### src/rtl/vfc_pkg.sv
// shared types and constants of the voxel face culling mesher
// command and status structs, register indexes, face codes, corner table
package vfc_pkg;

  localparam int EXT_W   = 6;
  localparam int COORD_W = 5;

  localparam logic [1:0] REG_EXT_X = 2'd0;
  localparam logic [1:0] REG_EXT_Y = 2'd1;
  localparam logic [1:0] REG_EXT_Z = 2'd2;

  localparam logic [2:0] FACE_LEFT   = 3'd0;
  localparam logic [2:0] FACE_RIGHT  = 3'd1;
  localparam logic [2:0] FACE_BOTTOM = 3'd2;
  localparam logic [2:0] FACE_TOP    = 3'd3;
  localparam logic [2:0] FACE_BACK   = 3'd4;
  localparam logic [2:0] FACE_FRONT  = 3'd5;

  localparam logic [2:0] LAST_CORNER = 3'd5;
  localparam logic [2:0] LAST_READ   = 3'd6;
  localparam logic [2:0] CENTER_READ = 3'd0;

  // corner bits: dx dy dz u_high v_high
  localparam logic [4:0] CORNER_TAB [6][6] = '{
    '{5'b01110, 5'b01000, 5'b00111, 5'b00111, 5'b01000, 5'b00001},
    '{5'b11110, 5'b10111, 5'b11000, 5'b11000, 5'b10111, 5'b10001},
    '{5'b10111, 5'b00101, 5'b10010, 5'b10010, 5'b00101, 5'b00000},
    '{5'b11111, 5'b11010, 5'b01101, 5'b01101, 5'b11010, 5'b01000},
    '{5'b10001, 5'b00011, 5'b01010, 5'b01010, 5'b11000, 5'b10001},
    '{5'b00111, 5'b10101, 5'b11100, 5'b11100, 5'b01110, 5'b00111}
  };

  typedef struct packed {
    logic [EXT_W-1:0] x;
    logic [EXT_W-1:0] y;
    logic [EXT_W-1:0] z;
  } ext_t;

  typedef struct packed {
    logic clr;        // clearing pass step
    logic accept;     // input item taken
    logic issue;      // grid read issued
    logic capture;    // grid read data taken
    logic emit_init;  // pick first open face
    logic emit_step;  // vertex taken downstream
  } cmd_t;

  typedef struct packed {
    logic clr_done;
    logic center_empty;
    logic rd_last;
    logic any_open;
    logic emit_last;
  } sts_t;

endpackage

### src/rtl/vfc_ctrl.sv
// controller state machine: clearing pass, request intake, grid reads, emission
// uses vfc_pkg
module vfc_ctrl (
  input  logic          clk,
  input  logic          rst,
  input  logic          in_valid,
  input  logic          in_mesh,
  output logic          in_ready,
  output logic          out_valid,
  input  logic          out_ready,
  output vfc_pkg::cmd_t cmd,
  input  vfc_pkg::sts_t sts
);

  localparam logic [2:0] S_CLEAR = 3'd0;
  localparam logic [2:0] S_IDLE  = 3'd1;
  localparam logic [2:0] S_ISSUE = 3'd2;
  localparam logic [2:0] S_CAPT  = 3'd3;
  localparam logic [2:0] S_START = 3'd4;
  localparam logic [2:0] S_EMIT  = 3'd5;

  logic [2:0] state;
  logic [2:0] state_next;

  always_comb begin
    state_next = state;
    cmd        = '0;
    in_ready   = 1'b0;
    out_valid  = 1'b0;
    unique case (state)
      S_CLEAR: begin
        cmd.clr = 1'b1;
        if (sts.clr_done) begin
          state_next = S_IDLE;
        end
      end
      S_IDLE: begin
        in_ready   = 1'b1;
        cmd.accept = in_valid;
        if (in_valid && in_mesh) begin
          state_next = S_ISSUE;
        end
      end
      S_ISSUE: begin
        cmd.issue  = 1'b1;
        state_next = S_CAPT;
      end
      S_CAPT: begin
        cmd.capture = 1'b1;
        if (!sts.rd_last && sts.center_empty && !cmd.issue) begin
          state_next = S_ISSUE;
        end
        // center read is the only one where an empty result ends the item
        state_next = S_ISSUE;
        if (sts.rd_last) begin
          state_next = S_START;
        end
      end
      S_START: begin
        cmd.emit_init = 1'b1;
        state_next    = sts.any_open ? S_EMIT : S_IDLE;
      end
      S_EMIT: begin
        out_valid     = 1'b1;
        cmd.emit_step = out_ready;
        if (out_ready && sts.emit_last) begin
          state_next = S_IDLE;
        end
      end
      default: begin
        state_next = S_IDLE;
      end
    endcase
  end

  // empty center voxel ends the item after its read
  logic center_pass;
  logic center_stop;
  assign center_stop = (state == S_CAPT) && center_pass && sts.center_empty;

  always_ff @(posedge clk) begin
    if (rst) begin
      state       <= S_CLEAR;
      center_pass <= 1'b0;
    end else begin
      state <= center_stop ? S_IDLE : state_next;
      if (cmd.accept) begin
        center_pass <= 1'b1;
      end else if (cmd.capture) begin
        center_pass <= 1'b0;
      end
    end
  end

endmodule
### config.mk
export PLATFORM = sky130hd
export DESIGN_NAME = vfc_ctrl
export DESIGN_NICKNAME = d
export VERILOG_FILES = /design/src/rtl/vfc_pkg.sv /design/src/rtl/vfc_ctrl.sv
export SDC_FILE = /design/constraint.sdc
export NUM_CORES = 1
export LEC_CHECK = 0
export ABC_CLOCK_PERIOD_IN_PS = 1200
export BUFFER_PORTS_ARGS = -buffer_cell sky130_fd_sc_hd__buf_2
export CAP_MARGIN = 0
export CORE_AREA = 2 2 39 41
export CTS_CLUSTER_SIZE = 24
export DETAILED_ROUTE_END_ITERATION = 10
export DIE_AREA = 0 0 41 43
export PLACE_DENSITY_LB_ADDON = 0.25
export SLEW_MARGIN = 10
export SYNTH_ARGS = -nofsm -noshare
export SYNTH_HDL_FRONTEND = slang
export SYNTH_SLANG_ARGS = --single-unit
### constraint.sdc
create_clock -name clk -period 1.2 [get_ports clk]
set_input_delay 0.06 -clock clk [delete_from_list [all_inputs] [get_ports clk]]
set_output_delay 0.06 -clock clk [all_outputs]
set_load 0.1 [all_outputs]
==> metrics.md, run 1 <==
| Metric | Value |
|---|---|
| Overall die width | `just over 40 um` |
| RSZ-0062 raised after global routing | `true` |
| Post-synth net total | `42` |
| I/O pins | `18` |
| CTS root buffer | `clkbuf_4` |
| Initial antenna violation count | `0` |
| CTS Hold Buffers Added | `0` |
| Crit path capture type | `primary output` |
| Worst setup path class | `reg -> out` |
| Clock sinks | `4` |
| Worst reg-to-reg path cell count | `4` |
| Worst setup endpoint | `cmd[0]` |
| Post-synthesis cell type count | `19` |
| Worst path bufs/invs | `2` |
| Placed Area | `just under 600 um^2` |
| Largest cells by area after synthesis | `dfxtp_1 31%, nor4bb_2 6.2%, a21oi_1 5.7%, nor3_1 5.7%, and2_1 4.8%` |
| Std cell rows | `14` |
| Ys async rst share | `0` |
| Syn avg cell area | `roughly 8.2 um^2` |
| First-pass GRT wire length | `between 1000 and 1500 um` |
| Seq/Total Area, Yosys | `0.3062` |
| Max rail drop VDD | `between 600 and 700 uV` |
| Worst-Skew Late Latency | `around 0.23 ns` |
| WL per Instance | `9.368 um` |
| Fin. max-slew vios | `0` |
| CTS tree | `built` |
| RR Endpoint | `state[1]$_SDFFE_PP0P_` |
| Largest net degree at the start of global routing | `7` |
| Reg-to-reg critical path startpoint | `state[0]$_SDFFE_PP0P_` |
| Placed cells | `between 70 and 80` |
| Failing checks | `negative setup slack` |
| Crit-path max cell delay | `roughly 0.33 ns` |
| Core Region | `between 1000 and 1500 um^2` |
| Max_cap viols | `0` |
| Final Setup Violations | `5` |
| Fin crit share | `1.040` |
| CP startpoint | `state[0]$_SDFFE_PP0P_` |
| CP delay by family, top | `simple AND/OR/NAND/NOR gates` |
| DR vias/cell | `around 4.5` |
| Clock skew | `0.001794 ns` |
| Die area | `about 1800 um^2` |
| Final WL | `roughly 710 um` |
| WP data required | `between 1 and 1.5 ns` |
| Nets | `72` |
| Yosys warning count | `0` |
| Synth top cells by count | `4 x dfxtp_1, 3 x a21oi_1, 3 x nand2_1, 3 x nor3_1` |
| Worst Tran Pin Value | `between 0.2 and 0.25 ns` |
| Clock-pin slew on the worst setup and hold paths | `0.04 ns` |
| Drc violations | `0` |
| Worst Path Max Fanout | `3` |
| CTS Buf Count | `3` |
| DRT iter0 DRCs | `2` |
| Post-synth EDFFs | `0` |
| Clock tree buffer depth | `2` |
| Status | `finished with violations` |
| Leakage | `approximately 0.27 nW` |
| Post-synth top flop | `dfxtp_1` |
| Critical path cell sequence | `nor2b_4, buf_6, and3_4, buf_12` |
| Relative slew slack | `0.8618` |
| Crit-path slowest cell | `dfxtp_2` |
| Total GRT Usage | `0.1104` |
| Synth top area share | `0.3062` |
| Hold Vio Cnt, Final | `0` |
| Via count | `between 300 and 400` |
| Post-synthesis cell count | `32` |
| Worst hold path type | `in -> reg` |
| H-tree lvl count | `1` |
| Filler cell count | `roughly 130` |
| Grt ovf | `0` |
| #FFs+latches synth | `4` |
| Starting Density | `0.1890` |
| Number of diodes | `0` |
| Peak Freq | `between 800 and 900 MHz` |
| RePlAce Congestion | `slightly above 0.8` |
| Die Height | `roughly 43 um` |
| Port Buffers | `17` |
| Setup_tns | `-0.1373 ns` |
| Synth area leader | `dfxtp_1` |
| Synth Cell Area | `about 260 um^2` |
| Syn-to-layout area delta | `150.2%` |
| Final std cells w/o fill | `76` |
| Drt pass-1 iters | `3` |
| Most frequent cell after synthesis | `dfxtp_1` |
| Crit start category | `flop` |
| Post-layout minimum cycle time | `1.249 ns` |
| Layout cells sized above 1 | `0.7333` |
| WP data arrival | `1.19 ns` |
| WP depth | `4` |
| Final instance area | `approximately 650 um^2` |
| Detail Route Antenna Nets | `0` |
| Vias in the first global route | `344` |
| Final WS setup | `-0.04850 ns` |
| Reg2Reg Setup Slack | `-0.02 ns` |
| PwrDens | `between 1000 and 1500 nW/um^2` |
-- metrics by stage --
step / utilization / total power, mW / hold slack [ns] / setup slack, ns
global placement: 0.4195 / 0.7552 / 0.2564 / 0.07389
floorplan: - / 0.5406 / 0.1291 / -0.1466
detailed placement: 0.4195 / 0.7577 / 0.2644 / 0.05629
CTS: 0.4575 / 0.9584 / 0.008474 / -0.06589
finish: 0.4729 / 0.9470 / 0.01783 / -0.04850
global route: 0.4729 / 1.012 / 0.005027 / -0.1221
-- kinds of logic after synthesis --
kind of cell | count (synthesis) | synth area share
flip-flops | 4 | 0.3062
AND/OR/NAND/NOR | 18 | 0.4354
AO/OA/AOI/OAI | 7 | 0.1818
buffers and inverters | 3 | 0.07652
-- placed cells by master, fill, tap and decap left out --
master	instances
buf_2	9
buf_12	8
buf_6	5
buf_4	5
nand2_1	3
a21oi_1	3
clkbuf_4	3
and3_4	2
nor3_4	2
and2_4	2
nand3_1	2
dfxtp_2	2
inv_6	1
nor2b_4	1
nor3b_4	1
and3b_4	1
nor2_1	1
a32oi_1	1
a31o_1	1
a31oi_1	1
nor3_1	1
nor2b_1	1
o2bb2ai_1	1
nor4bb_2	1
dfxtp_1	1
dfxtp_4	1
-- where the power goes --
part / switching [mW] / total (mW) / internal [mW]
Combinational: 0.348 / 0.611 / 0.264
Clock: 0.0483 / 0.160 / 0.111
Sequential: 0.0206 / 0.176 / 0.156
Total: 0.416 / 0.947 / 0.531
-- metal layers --
metal	global-route usage	wire (um)
met1	0.1125	258
met3	0.04712	32
met2	0.1781	421
met5	0	0
met4	0.06000	0
-- registers in the layout, indices dropped and copies added, names as in the netlist --
register     flops
state            3
center_pass      1
-- worst min path at each step --
stage	startpoint	end	slack [ns]	cells after the start
final	rst	state[0]$_SDFFE_PP0P_	0.02	2
after global routing	rst	state[0]$_SDFFE_PP0P_	0.005	2
after CTS	rst	state[0]$_SDFFE_PP0P_	0.008	2
after detailed placement	rst	state[0]$_SDFFE_PP0P_	0.26	2
after global placement	rst	state[0]$_SDFFE_PP0P_	0.26	2
after floorplan	rst	state[0]$_SDFFE_PP0P_	0.13	1
-- worst reg2reg max path: cells and delay by family, from the launching register on --
family                 cells  cell delay, ns
AO/OA/AOI/OAI              1            0.23
flip-flops                 1            0.32
AND/OR/NAND/NOR            2            0.44
buffers and inverters      1            0.13
-- what timing repair did --
action | CTS | global route
setup endpoints to repair | 8 | 9
pin swaps | 3 | 3
buffers inserted | 1 | 1
resized for setup | 7 | 5
-- layout make-up --
type	instances	area [um^2]	share of cell area
inverters	1	8.758	0.01338
well taps	16	20.02	0.03059
clock buffers	3	22.52	0.03442
multi-input cells	25	217.7	0.3327
flip-flops and latches	4	86.33	0.1319
repair buffers	27	299.0	0.4570
(Power assumes the default switching activity.)
==> inputs of run 2 (changes only) <==
--- a/config.mk
+++ b/config.mk
@@ -17,3 +17,4 @@
 export SYNTH_ARGS = -nofsm -noshare
 export SYNTH_HDL_FRONTEND = slang
 export SYNTH_SLANG_ARGS = --single-unit
+export TNS_END_PERCENT = 20
==> metrics.md, run 2 (synthesized netlist as in run 1, its figures left out) <==
| Metric | Value |
|---|---|
| Syn-to-layout area delta | `139.7%` |
| Via count | `roughly 340` |
| Number of diodes | `0` |
| Final Setup Violations | `5` |
| RR Endpoint | `state[1]$_SDFFE_PP0P_` |
| DRT iter0 DRCs | `0` |
| Largest net degree at the start of global routing | `8` |
| RePlAce Congestion | `0.7931` |
| Initial antenna violation count | `0` |
| Placed cells | `70` |
| Relative slew slack | `0.8736` |
| Worst reg-to-reg path cell count | `3` |
| Sequential power share | `0.188` |
| DR vias/cell | `4.581` |
| Die Height | `around 43 um` |
| Worst hold path type | `in -> reg` |
| Worst Setup Slack post-DPL | `around 0.044 ns` |
| Hold worst-path end | `state[0]$_SDFFE_PP0P_` |
| CTS Hold Buffers Added | `0` |
| Clock skew | `about 0.0055 ns` |
| Worst setup path class | `reg -> out` |
| Detail Route Antenna Nets | `0` |
| Nets | `70` |
| CTS root buffer | `clkbuf_4` |
| Most common cell after layout, fill and taps aside | `buf_2` |
| H-tree lvl count | `1` |
| Total GRT Usage | `0.1124` |
| Peak Freq | `779.1 MHz` |
| Final std cells w/o fill | `74` |
| Drc violations | `0` |
| Crit start category | `flop` |
| Post-layout minimum cycle time | `around 1.3 ns` |
| Leakage | `about 0.26 nW` |
| Layout Utilization | `0.4530` |
| Status | `finished with violations` |
| Clock sinks | `4` |
| Crit path capture type | `primary output` |
| I/O pins | `18` |
| Top flop regs | `state: 3 flops, center_pass: 1 flops` |
| Worst Path Max Fanout | `4` |
| Worst-Skew Late Latency | `between 0.2 and 0.25 ns` |
| WP data required | `roughly 1.1 ns` |
| Port Buffers | `17` |
| Register name with the most flops | `state` |
| Overall die width | `about 41 um` |
| Logic pwr share | `0.634` |
| Grt ovf | `0` |
| CTS Buf Count | `3` |
| Filler cell count | `~140` |
| Max_cap viols | `0` |
| RSZ-0062 raised after global routing | `true` |
| Worst Tran Pin Value | `between 0.15 and 0.2 ns` |
| Largest register FFs | `3` |
| NetSw | `0.4261 mW` |
| Hold Vio Cnt, Final | `0` |
| Vias in the first global route | `324` |
| Drt pass-1 iters | `1` |
| Final WS setup | `-0.08355 ns` |
| Total power | `about 0.95 mW` |
| CTS tree | `built` |
| WL per Instance | `between 10 and 15 um` |
| WP data arrival | `around 1.2 ns` |
| Hold depth | `2` |
| PwrDens | `1515 nW/um^2` |
| Std cell rows | `14` |
| Core Region | `about 1400 um^2` |
| Fin. max-slew vios | `0` |
| Failing checks | `negative setup slack` |
| Die area | `1763 um^2` |
| Reg2Reg Setup Slack | `0.08 ns` |
| Min-delay src | `rst` |
| Most frequent cells in the layout | `9 x buf_2, 8 x buf_12, 5 x buf_4` |
| Clock tree buffer depth | `2` |
| Clock power share | `0.178` |
| Cell Int Power | `~0.52 mW` |
| Multi-input logic area | `217.7 um^2` |
| Layout cells sized above 1 | `0.7241` |
| Final WL | `766 um` |
| Sw frac | `0.4486` |
| DPL Wire Length | `around 660 um` |
| Register area | `around 86 um^2` |
| Starting Density | `0.1890` |
| Fin crit share | `1.070` |
| Clock-pin slew on the worst setup and hold paths | `0.04 ns` |
| First-pass GRT wire length | `about 1300 um` |
| Reg-to-reg critical path startpoint | `state[2]$_SDFFE_PP0P_` |
| Max rail drop VDD | `between 600 and 700 uV` |
## run 2: cell types whose count changed in the layout (fill, tap and decap cells not counted)
cell / change
buf_6: -2
inv_6: -1
inv_2: +1
## run 2: worst max-delay path by stage
| stage | startpoint | to | slack [ns] | depth (start not counted) |
|---|---|---|---|---|
| floorplan | state[2]$_SDFFE_PP0P_ | state[1]$_SDFFE_PP0P_ | -0.15 | 4 |
| global placement | state[2]$_SDFFE_PP0P_ | state[1]$_SDFFE_PP0P_ | 0.06 | 3 |
| detailed placement | state[0]$_SDFFE_PP0P_ | cmd[0] | 0.04 | 4 |
| CTS | state[0]$_SDFFE_PP0P_ | cmd[0] | -0.1 | 4 |
| global route | state[0]$_SDFFE_PP0P_ | cmd[0] | -0.15 | 4 |
| finish | state[0]$_SDFFE_PP0P_ | cmd[0] | -0.08 | 4 |
## run 2: final cells by class
cell class | instances | area share
Multi-Input combinational cell | 25 | 0.3473
Sequential cell | 4 | 0.1377
Tap cell | 16 | 0.03194
Clock buffer | 3 | 0.03593
Timing Repair Buffer | 25 | 0.4411
Inverter | 1 | 0.005988
## run 2: critical path: stages (launching register included)
cell and delay [ns]:
dfxtp_2 0.34, nor2b_4 0.16, buf_4 0.12, and3_4 0.19
buf_12 0.17
## run 2: repair_timing
item	in CTS	in global routing
endpoints found under the setup margin	8	9
pin swaps	2	2
gates resized for setup	8	0
hold endpoints to repair	0	0
setup buffers	0	1
## run 2: per-layer routing
metal | track usage | wire length, um | vias to the layer above | share of wire
li1 | - | - | 171 | -
met2 | 0.1969 | 454 | 12 | 0.59
met4 | 0.08000 | 11 | 0 | 0.014
met5 | 0 | 0 | - | 0
met3 | 0.04712 | 35 | 2 | 0.046
met1 | 0.09003 | 264 | 154 | 0.34
## run 2: through the flow
stage | cell area [um^2] | hold WS (ns) | TNS (ns)
finish | 626.9 | 0.01246 | -0.2235
global placement | 573.1 | 0.2585 | 0
global route | 626.9 | 0.007441 | -0.6126
CTS | 619.3 | 0.002106 | -0.2907
detailed placement | 573.1 | 0.2639 | 0
floorplan | 314.1 | 0.1291 | -0.7573
## run 2: power by group through the flow
stage                     Clock (mW)  Sequential (mW)  Combinational, mW
after CTS                      0.177            0.178              0.597
after global placement             0            0.172              0.582
final                          0.169            0.178              0.602
after global routing           0.191            0.183              0.630
after detailed placement           0            0.172              0.586
after floorplan                    0            0.173              0.367
